## config.mk

```make
export PLATFORM = sky130hd
export DESIGN_NAME = hilbert_xy_to_index_unit
export DESIGN_NICKNAME = d
export VERILOG_FILES = /design/src/rtl/hxi_pkg.sv /design/src/rtl/hilbert_xy_to_index_unit.sv /design/src/rtl/hxi_orient.sv /design/src/rtl/hxi_cell.sv
export SDC_FILE = /design/constraint.sdc
export NUM_CORES = 1
export LEC_CHECK = 0
export BUFFER_PORTS_ARGS = -buffer_cell sky130_fd_sc_hd__buf_2
export CAP_MARGIN = 20
export CORE_UTILIZATION = 60
export CTS_CLUSTER_DIAMETER = 120
export DETAILED_ROUTE_END_ITERATION = 8
export PLACE_DENSITY_LB_ADDON = 0.12
export SKIP_CTS_REPAIR_TIMING = 1
export SKIP_LAST_GASP = 1
export SLEW_MARGIN = 20
export SYNTH_ARGS = -nofsm -noshare
export SYNTH_HDL_FRONTEND = slang
export SYNTH_SLANG_ARGS = --single-unit
```

## constraint.sdc

```tcl
create_clock -name i_clk -period 80.4 [get_ports i_clk]
set_input_delay 24.12 -clock i_clk [delete_from_list [all_inputs] [get_ports i_clk]]
set_output_delay 24.12 -clock i_clk [all_outputs]
set_load 0.01 [all_outputs]
```

## src/rtl/hxi_pkg.sv

```systemverilog
// ----------------------------------------------------------------------------
// Hilbert index package
// Shared types, sizes and codes for the Hilbert point-to-index pipeline.
// ----------------------------------------------------------------------------
package hxi_pkg;

    // Grid sizes
    localparam int MAX_ORDER   = 16;
    localparam int COORD_W     = 16;
    localparam int INDEX_W     = 32;
    localparam int ORDER_W     = 5;
    localparam int MODE_W      = 4;
    localparam int LEVEL_W     = 4;
    localparam int CFG_DATA_W  = 5;
    localparam int CFG_INDEX_W = 1;

    // Register indexes
    localparam logic [CFG_INDEX_W-1:0] CFG_GRID_ORDER  = 1'd0;
    localparam logic [CFG_INDEX_W-1:0] CFG_ORIENT_MODE = 1'd1;

    // Orientation mode codes
    localparam logic [MODE_W-1:0] MODE_IDENTITY = 4'd0;
    localparam logic [MODE_W-1:0] MODE_SWAP     = 4'd1;
    localparam logic [MODE_W-1:0] MODE_REVERSE  = 4'd2;
    localparam logic [MODE_W-1:0] MODE_ROT_CW   = 4'd3;
    localparam logic [MODE_W-1:0] MODE_ROT_CCW  = 4'd4;
    localparam logic [MODE_W-1:0] MODE_FLIP_Y   = 4'd5;
    localparam logic [MODE_W-1:0] MODE_FLIP_X   = 4'd6;
    localparam logic [MODE_W-1:0] MODE_ANTIDIAG = 4'd7;
    localparam logic [MODE_W-1:0] MODE_ROT_180  = 4'd8;

    // One point in flight: the working coordinates and the partial index
    typedef struct packed {
        logic [COORD_W-1:0] x;
        logic [COORD_W-1:0] y;
        logic [INDEX_W-1:0] d;
    } t_point;

    // Settings shared by every stage while an item is in flight
    typedef struct packed {
        logic [ORDER_W-1:0] order;
        logic [COORD_W-1:0] mask;
        logic [MODE_W-1:0]  mode;
    } t_ctrl;

endpackage

```

## src/rtl/hilbert_xy_to_index_unit.sv

```systemverilog
// ----------------------------------------------------------------------------
// Hilbert point-to-index unit
// Maps a grid point to its position along an oriented Hilbert curve.
// ----------------------------------------------------------------------------
// The unit accepts one point per clock while the chain can advance and returns
// one index per point, in order, through one orientation stage followed
// by a chain of 16 level cells, one per coordinate bit, whose last register
// is the output register. The whole chain advances together whenever the
// output register is empty or its result is being taken, so the sustained
// rate is one point per cycle while the receiver keeps taking results.
// Registers may be written only while no point is in flight.
module hilbert_xy_to_index_unit (
    input  logic                            i_clk,
    input  logic                            i_rst_n,
    input  logic                            i_cfg_we,
    input  logic [hxi_pkg::CFG_INDEX_W-1:0] i_cfg_index,
    input  logic [hxi_pkg::CFG_DATA_W-1:0]  i_cfg_data,
    input  logic                            i_in_valid,
    output logic                            o_in_ready,
    input  logic [hxi_pkg::COORD_W-1:0]     i_coord_x,
    input  logic [hxi_pkg::COORD_W-1:0]     i_coord_y,
    output logic                            o_out_valid,
    input  logic                            i_out_ready,
    output logic [hxi_pkg::INDEX_W-1:0]     o_curve_index
);
    import hxi_pkg::*;

    logic [ORDER_W-1:0]   r_grid_order;
    logic [MODE_W-1:0]    r_orient_mode;
    logic [ORDER_W-1:0]   w_order;
    logic [INDEX_W:0]     w_span;
    logic [INDEX_W-1:0]   w_rev_mask;
    logic                 w_en;
    t_ctrl                w_ctrl;
    logic                 w_valid [MAX_ORDER+1];
    t_point               w_pt    [MAX_ORDER+1];

    // Configuration registers.
    always_ff @(posedge i_clk) begin
        if (!i_rst_n) begin
            r_grid_order  <= ORDER_W'(MAX_ORDER);
            r_orient_mode <= MODE_IDENTITY;
        end else if (i_cfg_we) begin
            unique case (i_cfg_index)
                CFG_GRID_ORDER:  r_grid_order  <= i_cfg_data;
                CFG_ORIENT_MODE: r_orient_mode <= i_cfg_data[MODE_W-1:0];
                default: begin
                end
            endcase
        end
    end

    // Effective order saturates at the largest supported grid.
    assign w_order = (r_grid_order > ORDER_W'(MAX_ORDER)) ? ORDER_W'(MAX_ORDER)
                                                           : r_grid_order;
    assign w_ctrl.order = w_order;
    assign w_ctrl.mode  = r_orient_mode;
    assign w_ctrl.mask  = COORD_W'((17'd1 << w_order) - 17'd1);

    // All index bits below twice the order, for the reversed curve.
    assign w_span     = ((INDEX_W+1)'(1) << {w_order, 1'b0}) - (INDEX_W+1)'(1);
    assign w_rev_mask = w_span[INDEX_W-1:0];

    // The chain moves as one whenever the output register can take a result.
    assign w_en       = !w_valid[MAX_ORDER] || i_out_ready;
    assign o_in_ready = w_en;

    hxi_orient u_orient (
        .i_clk     (i_clk),
        .i_rst_n   (i_rst_n),
        .i_en      (w_en),
        .i_valid   (i_in_valid),
        .i_coord_x (i_coord_x),
        .i_coord_y (i_coord_y),
        .i_ctrl    (w_ctrl),
        .o_valid   (w_valid[0]),
        .o_pt      (w_pt[0])
    );

    // One cell per bit level, top bit first.
    for (genvar k = 0; k < MAX_ORDER; k++) begin : g_cell
        hxi_cell u_cell (
            .i_clk   (i_clk),
            .i_rst_n (i_rst_n),
            .i_en    (w_en),
            .i_level (LEVEL_W'(MAX_ORDER - 1 - k)),
            .i_ctrl  (w_ctrl),
            .i_valid (w_valid[k]),
            .i_pt    (w_pt[k]),
            .o_valid (w_valid[k+1]),
            .o_pt    (w_pt[k+1])
        );
    end

    // Reversal is N*N-1-d, which inside the index span is a bitwise invert.
    assign o_out_valid   = w_valid[MAX_ORDER];
    assign o_curve_index = (r_orient_mode == MODE_REVERSE) ?
                           (w_pt[MAX_ORDER].d ^ w_rev_mask) : w_pt[MAX_ORDER].d;

endmodule

```

## src/rtl/hxi_orient.sv

```systemverilog
// ----------------------------------------------------------------------------
// Hilbert orientation stage
// Masks the point to the grid and applies the selected symmetry, registered.
// ----------------------------------------------------------------------------
module hxi_orient (
    input  logic                   i_clk,
    input  logic                   i_rst_n,
    input  logic                   i_en,
    input  logic                   i_valid,
    input  logic [hxi_pkg::COORD_W-1:0] i_coord_x,
    input  logic [hxi_pkg::COORD_W-1:0] i_coord_y,
    input  hxi_pkg::t_ctrl         i_ctrl,
    output logic                   o_valid,
    output hxi_pkg::t_point        o_pt
);
    import hxi_pkg::*;

    logic               r_valid;
    t_point             r_pt;
    t_point             n_pt;
    logic [COORD_W-1:0] w_x;
    logic [COORD_W-1:0] w_y;
    logic [COORD_W-1:0] w_nx;
    logic [COORD_W-1:0] w_ny;

    // Masked coordinates and their mirror images (m - v equals m ^ v here).
    assign w_x  = i_coord_x & i_ctrl.mask;
    assign w_y  = i_coord_y & i_ctrl.mask;
    assign w_nx = w_x ^ i_ctrl.mask;
    assign w_ny = w_y ^ i_ctrl.mask;

    // Symmetry selection; unknown codes walk the point unchanged.
    always_comb begin
        n_pt   = '0;
        n_pt.x = w_x;
        n_pt.y = w_y;
        unique case (i_ctrl.mode)
            MODE_SWAP: begin
                n_pt.x = w_y;
                n_pt.y = w_x;
            end
            MODE_ROT_CW: begin
                n_pt.x = w_ny;
                n_pt.y = w_x;
            end
            MODE_ROT_CCW: begin
                n_pt.x = w_y;
                n_pt.y = w_nx;
            end
            MODE_FLIP_Y: begin
                n_pt.y = w_ny;
            end
            MODE_FLIP_X: begin
                n_pt.x = w_nx;
            end
            MODE_ANTIDIAG: begin
                n_pt.x = w_ny;
                n_pt.y = w_nx;
            end
            MODE_ROT_180: begin
                n_pt.x = w_nx;
                n_pt.y = w_ny;
            end
            default: begin
            end
        endcase
    end

    // Stage register.
    always_ff @(posedge i_clk) begin
        if (!i_rst_n) begin
            r_valid <= 1'b0;
        end else if (i_en) begin
            r_valid <= i_valid;
        end
    end

    always_ff @(posedge i_clk) begin
        if (i_en) begin
            r_pt <= n_pt;
        end
    end

    assign o_valid = r_valid;
    assign o_pt    = r_pt;

endmodule

```

## src/rtl/hxi_cell.sv

```systemverilog
// ----------------------------------------------------------------------------
// Hilbert level cell
// Resolves one bit level of the quadrant walk and hands the point onward.
// ----------------------------------------------------------------------------
module hxi_cell (
    input  logic                        i_clk,
    input  logic                        i_rst_n,
    input  logic                        i_en,
    input  logic [hxi_pkg::LEVEL_W-1:0] i_level,
    input  hxi_pkg::t_ctrl              i_ctrl,
    input  logic                        i_valid,
    input  hxi_pkg::t_point             i_pt,
    output logic                        o_valid,
    output hxi_pkg::t_point             o_pt
);
    import hxi_pkg::*;

    logic         r_valid;
    t_point       r_pt;
    t_point       n_pt;
    logic         w_active;
    logic         w_rx;
    logic         w_ry;
    logic [1:0]   w_code;

    // A level at or above the grid order leaves the point untouched.
    assign w_active = ({1'b0, i_level} < i_ctrl.order);
    assign w_rx     = i_pt.x[i_level];
    assign w_ry     = i_pt.y[i_level];
    assign w_code   = {w_rx, w_rx ^ w_ry};

    // Quadrant contribution and rotate or flip of the sub-square.
    always_comb begin
        n_pt = i_pt;
        if (w_active) begin
            n_pt.d = i_pt.d | (INDEX_W'(w_code) << {i_level, 1'b0});
            if (!w_ry) begin
                if (w_rx) begin
                    n_pt.x = i_pt.y ^ i_ctrl.mask;
                    n_pt.y = i_pt.x ^ i_ctrl.mask;
                end else begin
                    n_pt.x = i_pt.y;
                    n_pt.y = i_pt.x;
                end
            end
        end
    end

    // Cell register.
    always_ff @(posedge i_clk) begin
        if (!i_rst_n) begin
            r_valid <= 1'b0;
        end else if (i_en) begin
            r_valid <= i_valid;
        end
    end

    always_ff @(posedge i_clk) begin
        if (i_en) begin
            r_pt <= n_pt;
        end
    end

    assign o_valid = r_valid;
    assign o_pt    = r_pt;

endmodule

```

==> metrics.yaml, run 1 <==
outcome:
  outcome: "finished, final reports clean"
clock_tree:
  clockBufferDepth: 3
  cts_tree: "done"
  cts_buffers: 57
  h-tree-depth: 2
  path_clk_slew_ns: 0.06
  clock_latency_ns: 0.61
  root_buffer: "clkbuf_16"
  clock_sink_count: 570
synthesis:
  synthFlopType: "edfxtp_1"
  yosys-mux-area-fraction_pct: 0.161
  synth_top_area_share_pct: 65.9
  synth_area_leaders: "edfxtp_1, xor2_1, xnor2_1, nand2_1, nor2_1"
  netlist_area_um2: 24800
  synth_compound_area_share_pct: 10.3
  syn_area_per_cell_um2: 12.6
  synth_top_family_by_area: "compound AO/OA/AOI/OAI gates"
  synth_cell_types: 53
  synth_xor_area_share_pct: 10.3
  ys_seq_area_share_pct: 68.0
  yosys_warnings: 0
  synth-simple-area-share_pct: 9.27
  synth_largest_area_cell: "edfxtp_1"
  synth_nets: 2017
  synth_edf_count: 544
  postSynthCellCount: 1973
  async_flop_share_pct: 0
  synthAdderAreaFrac_pct: 0.0504
  synth_seq_cells: 570
power:
  leakage_nw: 10.4
  switchingPower_mw: 0.331
  swShare_pct: 30.1
  seq_power_share_pct: 52.7
  pwr-share-comb_pct: 23.7
  intPower_mw: 0.767
  power_density_nw_per_um2: 40.0
  pwr-share-clk_pct: 23.6
  ir_drop_v: 0.0000237
routing:
  ant_nets: 0
  drc_errors: 0
  drtIter0Drc: 1603
  routed_wl_um: 51400
  drt_pass1_iterations: 5
  wire_per_inst_um: 19.7
  post_drt_via_cell_ratio: 5.85
  num_vias: 15200
setup_path:
  crit_fanout: 112
  cp-start-kind: "primary input"
  required_ns: 56.28
  arrival_ns: 25.29
  crit_type: "in -> out"
  crit_path_end_kind: "output pin"
floorplanning:
  core_area_um2: 40800
  io_pins: 77
  core.rowCount: 74
  fp.dieH_um: 205
  dieArea_um2: 42200
  die_x_um: 205
  initial_core_util_pct: 60.7
sta:
  period_share_pct: 61.5
  layout_setup_ws_ns: 30.99
  maxClockFrequency_ghz: 0.0202
  fin_skew_ns: 0.0131
  holdWs_ns: 0.408
  max_slew_margin_pct: 23.7
  fin_crit_ns: 49.41
  setup_viol: 0
  worst_pin_slew_ns: 1.15
  tns_ns: 0
  rsz0062_at_grt: "no"
  finalHoldViolCount: 0
  slew_violations: 0
global_route:
  overflow: 0
  grt_usage_pct: 24.7
  grt_pass1_vias: 14400
  antenna_found_initial: 10
  grt_pass1_wl_um: 78500
  grt_max_degree: 167
placement:
  dp_hpwl_um: 31900
  routabilityCongestion: 0.817
  place_area_um2: 25600
  place_ws_ns: 30.99
  portBuffers: 76
min_path:
  min_path_type: "reg -> reg"
finish:
  area_growth_pct: 10.8
  layout-drive-gt1-share_pct: 10.2
  final_nets: 2064
  final_cell_area_um2: 27500
flow_run:
  drv_cap: 0
==> cell usage in the layout, fill, tap and decap left out, types with 7 or more instances in the layout <==
master / Yosys / final
edfxtp_1: 544 / 544
nand2_1: 234 / 234
nor2_1: 219 / 214
xor2_1: 185 / 185
a21oi_1: 163 / 163
o21ai_0: 117 / 117
xnor2_1: 106 / 106
buf_2: 31 / 76
clkbuf_16: 0 / 57
o21ai_1: 35 / 35
nor2b_1: 31 / 31
dfxtp_1: 26 / 26
buf_4: 0 / 24
a21boi_0: 23 / 23
a31oi_1: 23 / 21
o2111ai_1: 17 / 17
o21a_1: 14 / 14
a211oi_1: 14 / 14
clkbuf_1: 76 / 13
nand3_1: 12 / 12
and2_1: 11 / 11
o22a_1: 11 / 11
diode_2: 0 / 10
clkinv_2: 0 / 10
clkinv_1: 1 / 9
nand2b_1: 8 / 7
==> layout make-up <==
class / count / area [um^2]
diodes: 10 / 25.0
clock buffers: 70 / 1480
clock inverters: 32 / 335
fillers: 2886 / 13400
inverters: 6 / 30.0
multi-input cells: 1284 / 7510
flip-flops and latches: 570 / 16900
well taps: 532 / 666
repair buffers: 101 / 581
==> critical path: stages <==
cell and delay (ns):
buf_2 0.07, nor2b_1 0.03, buf_4 0.20, inv_8 0.55, buf_2 0.25
==> kinds of logic (layout without fill, tap and decap cells) <==
family / Yosys count / in the layout
AO/OA/AOI/OAI: 439 / 439
XOR/XNOR: 291 / 291
adder cells (fa/ha/maj): 1 / 1
buffers and inverters: 119 / 209
flip-flops: 570 / 570
multiplexers: 4 / 4
other: 0 / 10
AND/OR/NAND/NOR: 549 / 549
==> synthesized netlist by cell type, drive strengths merged, types with 2 or more instances <==
| library cell | number |
|---|---|
| xnor2 | 106 |
| a21oi | 167 |
| o21a | 14 |
| nor2b | 31 |
| buf | 37 |
| nand3 | 12 |
| edfxtp | 544 |
| nor4b | 2 |
| dfxtp | 26 |
| mux2i | 4 |
| xor2 | 185 |
| a21boi | 23 |
| or2 | 5 |
| a2111oi | 3 |
| o221a | 6 |
| and2 | 11 |
| o21ai | 152 |
| nor3 | 7 |
| nor2 | 220 |
| or3 | 4 |
| and3 | 6 |
| inv | 5 |
| a31oi | 23 |
| o2111ai | 17 |
| and3b | 2 |
| o22a | 11 |
| nand2 | 234 |
| a31o | 2 |
| clkbuf | 76 |
| or4 | 2 |
| nand2b | 8 |
| a211oi | 15 |
==> power groups by stage <==
| stage | Combinational (mW) | Clock, mW | Sequential, mW |
|---|---|---|---|
| after detailed placement | 0.258 | 0 | 0.584 |
| after global placement | 0.243 | 0 | 0.575 |
| after CTS | 0.261 | 0.265 | 0.580 |
| final | 0.260 | 0.260 | 0.579 |
| after global routing | 0.294 | 0.277 | 0.592 |
| after floorplan | 0.210 | 0 | 0.550 |
==> metal layers <==
metal / global-route usage, % / up-vias / wire length, um
met5: 0 / - / 0
met4: 8.81 / 0 / 1350
met3: 4.58 / 106 / 3500
met2: 40.6 / 484 / 25300
met1: 32.9 / 7493 / 21300
li1: - / 7158 / -
==> worst paths after layout <==
| check | start | cells after the start | endpoint | slack (ns) |
|---|---|---|---|---|
| worst max-delay path | i_out_ready | 5 | o_in_ready | 30.99 |
| worst max register to register | r_grid_order[3]$_SDFFE_PN0P_ | 9 | g_cell[1].u_cell.o_pt[38]$_DFFE_PP_ | 76.12 |
| worst min register to register | g_cell[11].u_cell.o_pt[25]$_DFFE_PP_ | 0 | g_cell[12].u_cell.o_pt[25]$_DFFE_PP_ | 0.41 |
| worst min-delay path | g_cell[11].u_cell.o_pt[25]$_DFFE_PP_ | 0 | g_cell[12].u_cell.o_pt[25]$_DFFE_PP_ | 0.41 |
==> metrics by stage <==
step / utilization (%) / std cells / power [mW]
3_5_place_dp: 62.8 / 2493 / 0.842
3_3_place_gp: 62.8 / 2493 / 0.818
2_1_floorplan: - / 1973 / 0.760
4_1_cts: 67.2 / 2595 / 1.11
6_report: 67.3 / 2605 / 1.10
5_1_grt: 67.3 / 2604 / 1.16
==> flip-flops by register name, indices dropped and copies added, names as in the netlist <==
signal and flops:
u_orient.o_valid 1, g_cell.u_cell.o_valid 16, r_grid_order 5, r_orient_mode 4
u_orient.o_pt 32, g_cell.u_cell.o_pt 512
Power figures use the tool's default switching activity.
==> inputs of run 2 (changes only) <==
--- a/config.mk
+++ b/config.mk
@@ -7,7 +7,7 @@
 export LEC_CHECK = 0
 export BUFFER_PORTS_ARGS = -buffer_cell sky130_fd_sc_hd__buf_2
 export CAP_MARGIN = 20
-export CORE_UTILIZATION = 60
+export CORE_UTILIZATION = 56
 export CTS_CLUSTER_DIAMETER = 120
 export DETAILED_ROUTE_END_ITERATION = 8
 export PLACE_DENSITY_LB_ADDON = 0.12
==> constraint.sdc (replaced) <==
create_clock -name i_clk -period 45.3 [get_ports i_clk]
set_input_delay 13.59 -clock i_clk [delete_from_list [all_inputs] [get_ports i_clk]]
set_output_delay 13.59 -clock i_clk [all_outputs]
set_load 0.01 [all_outputs]
==> run 2 against run 1 <==
Against the previous run: utilization decreased by 3.7 points; critical path depth did not move; count of clock-buffer cells in the layout grew 7; final cell count increased by 2.1%; sequential power is 78% higher; first-iteration DRC count is 2.5% higher; critical path type unchanged.
==> metrics.yaml, run 2 (synthesized netlist as in run 1, its figures left out) <==
clock_tree:
  clock_sink_count: 570  # unchanged
  cts_tree: "done"
  h-tree-depth: 2  # unchanged
  path_clk_slew_ns: 0.06  # about the same
  root_buffer: "clkbuf_16"
  cts_buffers: 57  # unchanged
  clock_latency_ns: 0.62  # about the same
  clockBufferDepth: 3  # unchanged
setup_path:
  crit_fanout: 53  # -53%
  cp-start-kind: "primary input"
  regToRegSetupSlack_ns: 40.96  # -35.16 ns
  worstReg2RegStart: "r_grid_order[2]$_SDFFE_PN0P_"
  arrival_ns: 14.51  # -10.78 ns
  r2r_cells: 9  # unchanged
  required_ns: 31.71  # -24.57 ns
  crit_type: "in -> out"
  crit_end: "o_in_ready"
  crit_path_end_kind: "output pin"
  cp-startpoint: "i_out_ready"
  rr_endpoint: "g_cell[3].u_cell.o_pt[52]$_DFFE_PP_"
finish:
  layout.cells.non_filler: 2659  # +2.1%
  largest_reg_flops: 512  # unchanged
  fill_cells: 3244  # +12%
  final_core_util_pct: 63.6  # -3.7 points
  multi_input_area_um2: 7520  # about the same
  area_growth_pct: 11.2
  layout_common_cells: "edfxtp_1, nand2_1, nor2_1"
  layout-drive-gt1-share_pct: 10.0  # -0.19 points
  final_common_cell: "edfxtp_1"
  final_cell_area_um2: 27600  # +0.34%
  final_nets: 2065  # +0.048%
  register_area_um2: 16900  # unchanged
power:
  pwr-share-clk_pct: 23.2  # -0.4 points
  ir_drop_v: 0.0000400  # +69%
  finalPower_mw: 1.94  # +77%
  power_density_nw_per_um2: 70.4  # +76%
  pwr-share-comb_pct: 23.9  # +0.2 points
  intPower_mw: 1.36  # +77%
  swShare_pct: 30.0  # -0.099 points
  leakage_nw: 10.4  # -0.11%
  seq_power_share_pct: 52.9  # +0.2 points
  switchingPower_mw: 0.583  # +76%
sta:
  slew_violations: 0  # unchanged
  setup_viol: 0  # unchanged
  worst_pin_slew_ns: 1.03  # -0.114 ns
  layout_setup_ws_ns: 17.20  # -13.79 ns
  rsz0062_at_grt: "no"
  max_slew_margin_pct: 31.2  # +7.6 points
  fin_crit_ns: 28.10
  holdWs_ns: 0.401  # -0.00717 ns
  tns_ns: 0  # unchanged
  fin_skew_ns: 0.0255  # +0.0124 ns
  maxClockFrequency_ghz: 0.0356
  period_share_pct: 62.0
  finalHoldViolCount: 0  # unchanged
global_route:
  grt_pass1_vias: 14600  # +1.2%
  grt_max_degree: 207  # +24%
  overflow: 0  # unchanged
  grt_usage_pct: 23.4  # -1.3 points
  grt_pass1_wl_um: 79700  # +1.5%
  antenna_found_initial: 11  # +1
floorplanning:
  io_pins: 77  # unchanged
  core.rowCount: 76  # +2.7%
  initial_core_util_pct: 57.2  # -3.5 points
  dieArea_um2: 45100  # +7.1%
  die_x_um: 212  # +3.5%
  core_area_um2: 43400  # +6.2%
  fp.dieH_um: 212  # +3.5%
placement:
  dp.cells: 2545  # +2.1%
  place_area_um2: 25700  # +0.24%
  dp_hpwl_um: 32100  # +0.58%
  place_ws_ns: 17.21  # -13.78 ns
  routabilityCongestion: 0.847  # +3.7%
  portBuffers: 76  # unchanged
routing:
  ant_nets: 0  # unchanged
  drt_pass1_iterations: 7  # +2
  post_drt_via_cell_ratio: 5.71  # -2.4%
  num_vias: 15200  # -0.36%
  drc_errors: 0  # unchanged
  drtIter0Drc: 1643  # +2.5%
  wire_per_inst_um: 19.5  # -1.1%
  routed_wl_um: 51900  # +0.97%
outcome:
  outcome: "finished, final reports clean"
min_path:
  min_path_type: "reg -> reg"
flow_run:
  drv_cap: 0  # unchanged
==> run 2: per-layer routing <==
| layer | GRT usage, % | wire length (um) | vias up | share of wire [%] |
|---|---|---|---|---|
| li1 | - | - | 7147 | - |
| met1 | 31.2 | 21900 | 7435 | 42 |
| met2 | 38.1 | 24900 | 495 | 48 |
| met3 | 4.05 | 3490 | 109 | 6.7 |
| met4 | 9.65 | 1590 | 0 | 3.1 |
| met5 | 0 | 0 | - | 0 |
==> run 2: area by class of cell <==
| type | instances | share of cell area [%] |
|---|---|---|
| clock inverter | 24 | 0.871 |
| tap | 585 | 2.65 |
| clock buffer | 77 | 5.59 |
| sequential | 570 | 61.1 |
| multi-input combinational | 1284 | 27.3 |
| antenna | 11 | 0.0998 |
| timing repair buffer | 102 | 2.28 |
| inverter | 6 | 0.109 |
==> run 2: critical path, cell delays in order <==
cell and delay [ns]:
buf_2 0.09, nor2b_1 0.10, buf_4 0.25, inv_8 0.16, buf_2 0.23
==> run 2: worst min-delay path by stage <==
stage                                            startpoint                                    to  slack, ns  cells after the start
global route            g_cell[13].u_cell.o_pt[6]$_DFFE_PP_   g_cell[14].u_cell.o_pt[6]$_DFFE_PP_       0.41                      0
finish                  g_cell[13].u_cell.o_pt[6]$_DFFE_PP_   g_cell[14].u_cell.o_pt[6]$_DFFE_PP_       0.40                      0
CTS                     g_cell[13].u_cell.o_pt[6]$_DFFE_PP_   g_cell[14].u_cell.o_pt[6]$_DFFE_PP_       0.40                      0
global placement       g_cell[11].u_cell.o_pt[24]$_DFFE_PP_  g_cell[12].u_cell.o_pt[24]$_DFFE_PP_       0.40                      0
floorplan           g_cell[9].u_cell.o_pt[12]$_SDFFCE_PP0P_  g_cell[10].u_cell.o_pt[12]$_DFFE_PP_       0.40                      0
detailed placement      g_cell[9].u_cell.o_pt[15]$_DFFE_PP_  g_cell[10].u_cell.o_pt[15]$_DFFE_PP_       0.40                      0
==> run 2: power groups by stage <==
stage                     logic (mW)  clock network [mW]  registers, mW
final                          0.464               0.451           1.03
after global routing           0.523               0.481           1.05
after CTS                      0.465               0.462           1.03
after detailed placement       0.460                   0           1.03
after global placement         0.434                   0           1.02
after floorplan                0.372                   0          0.977
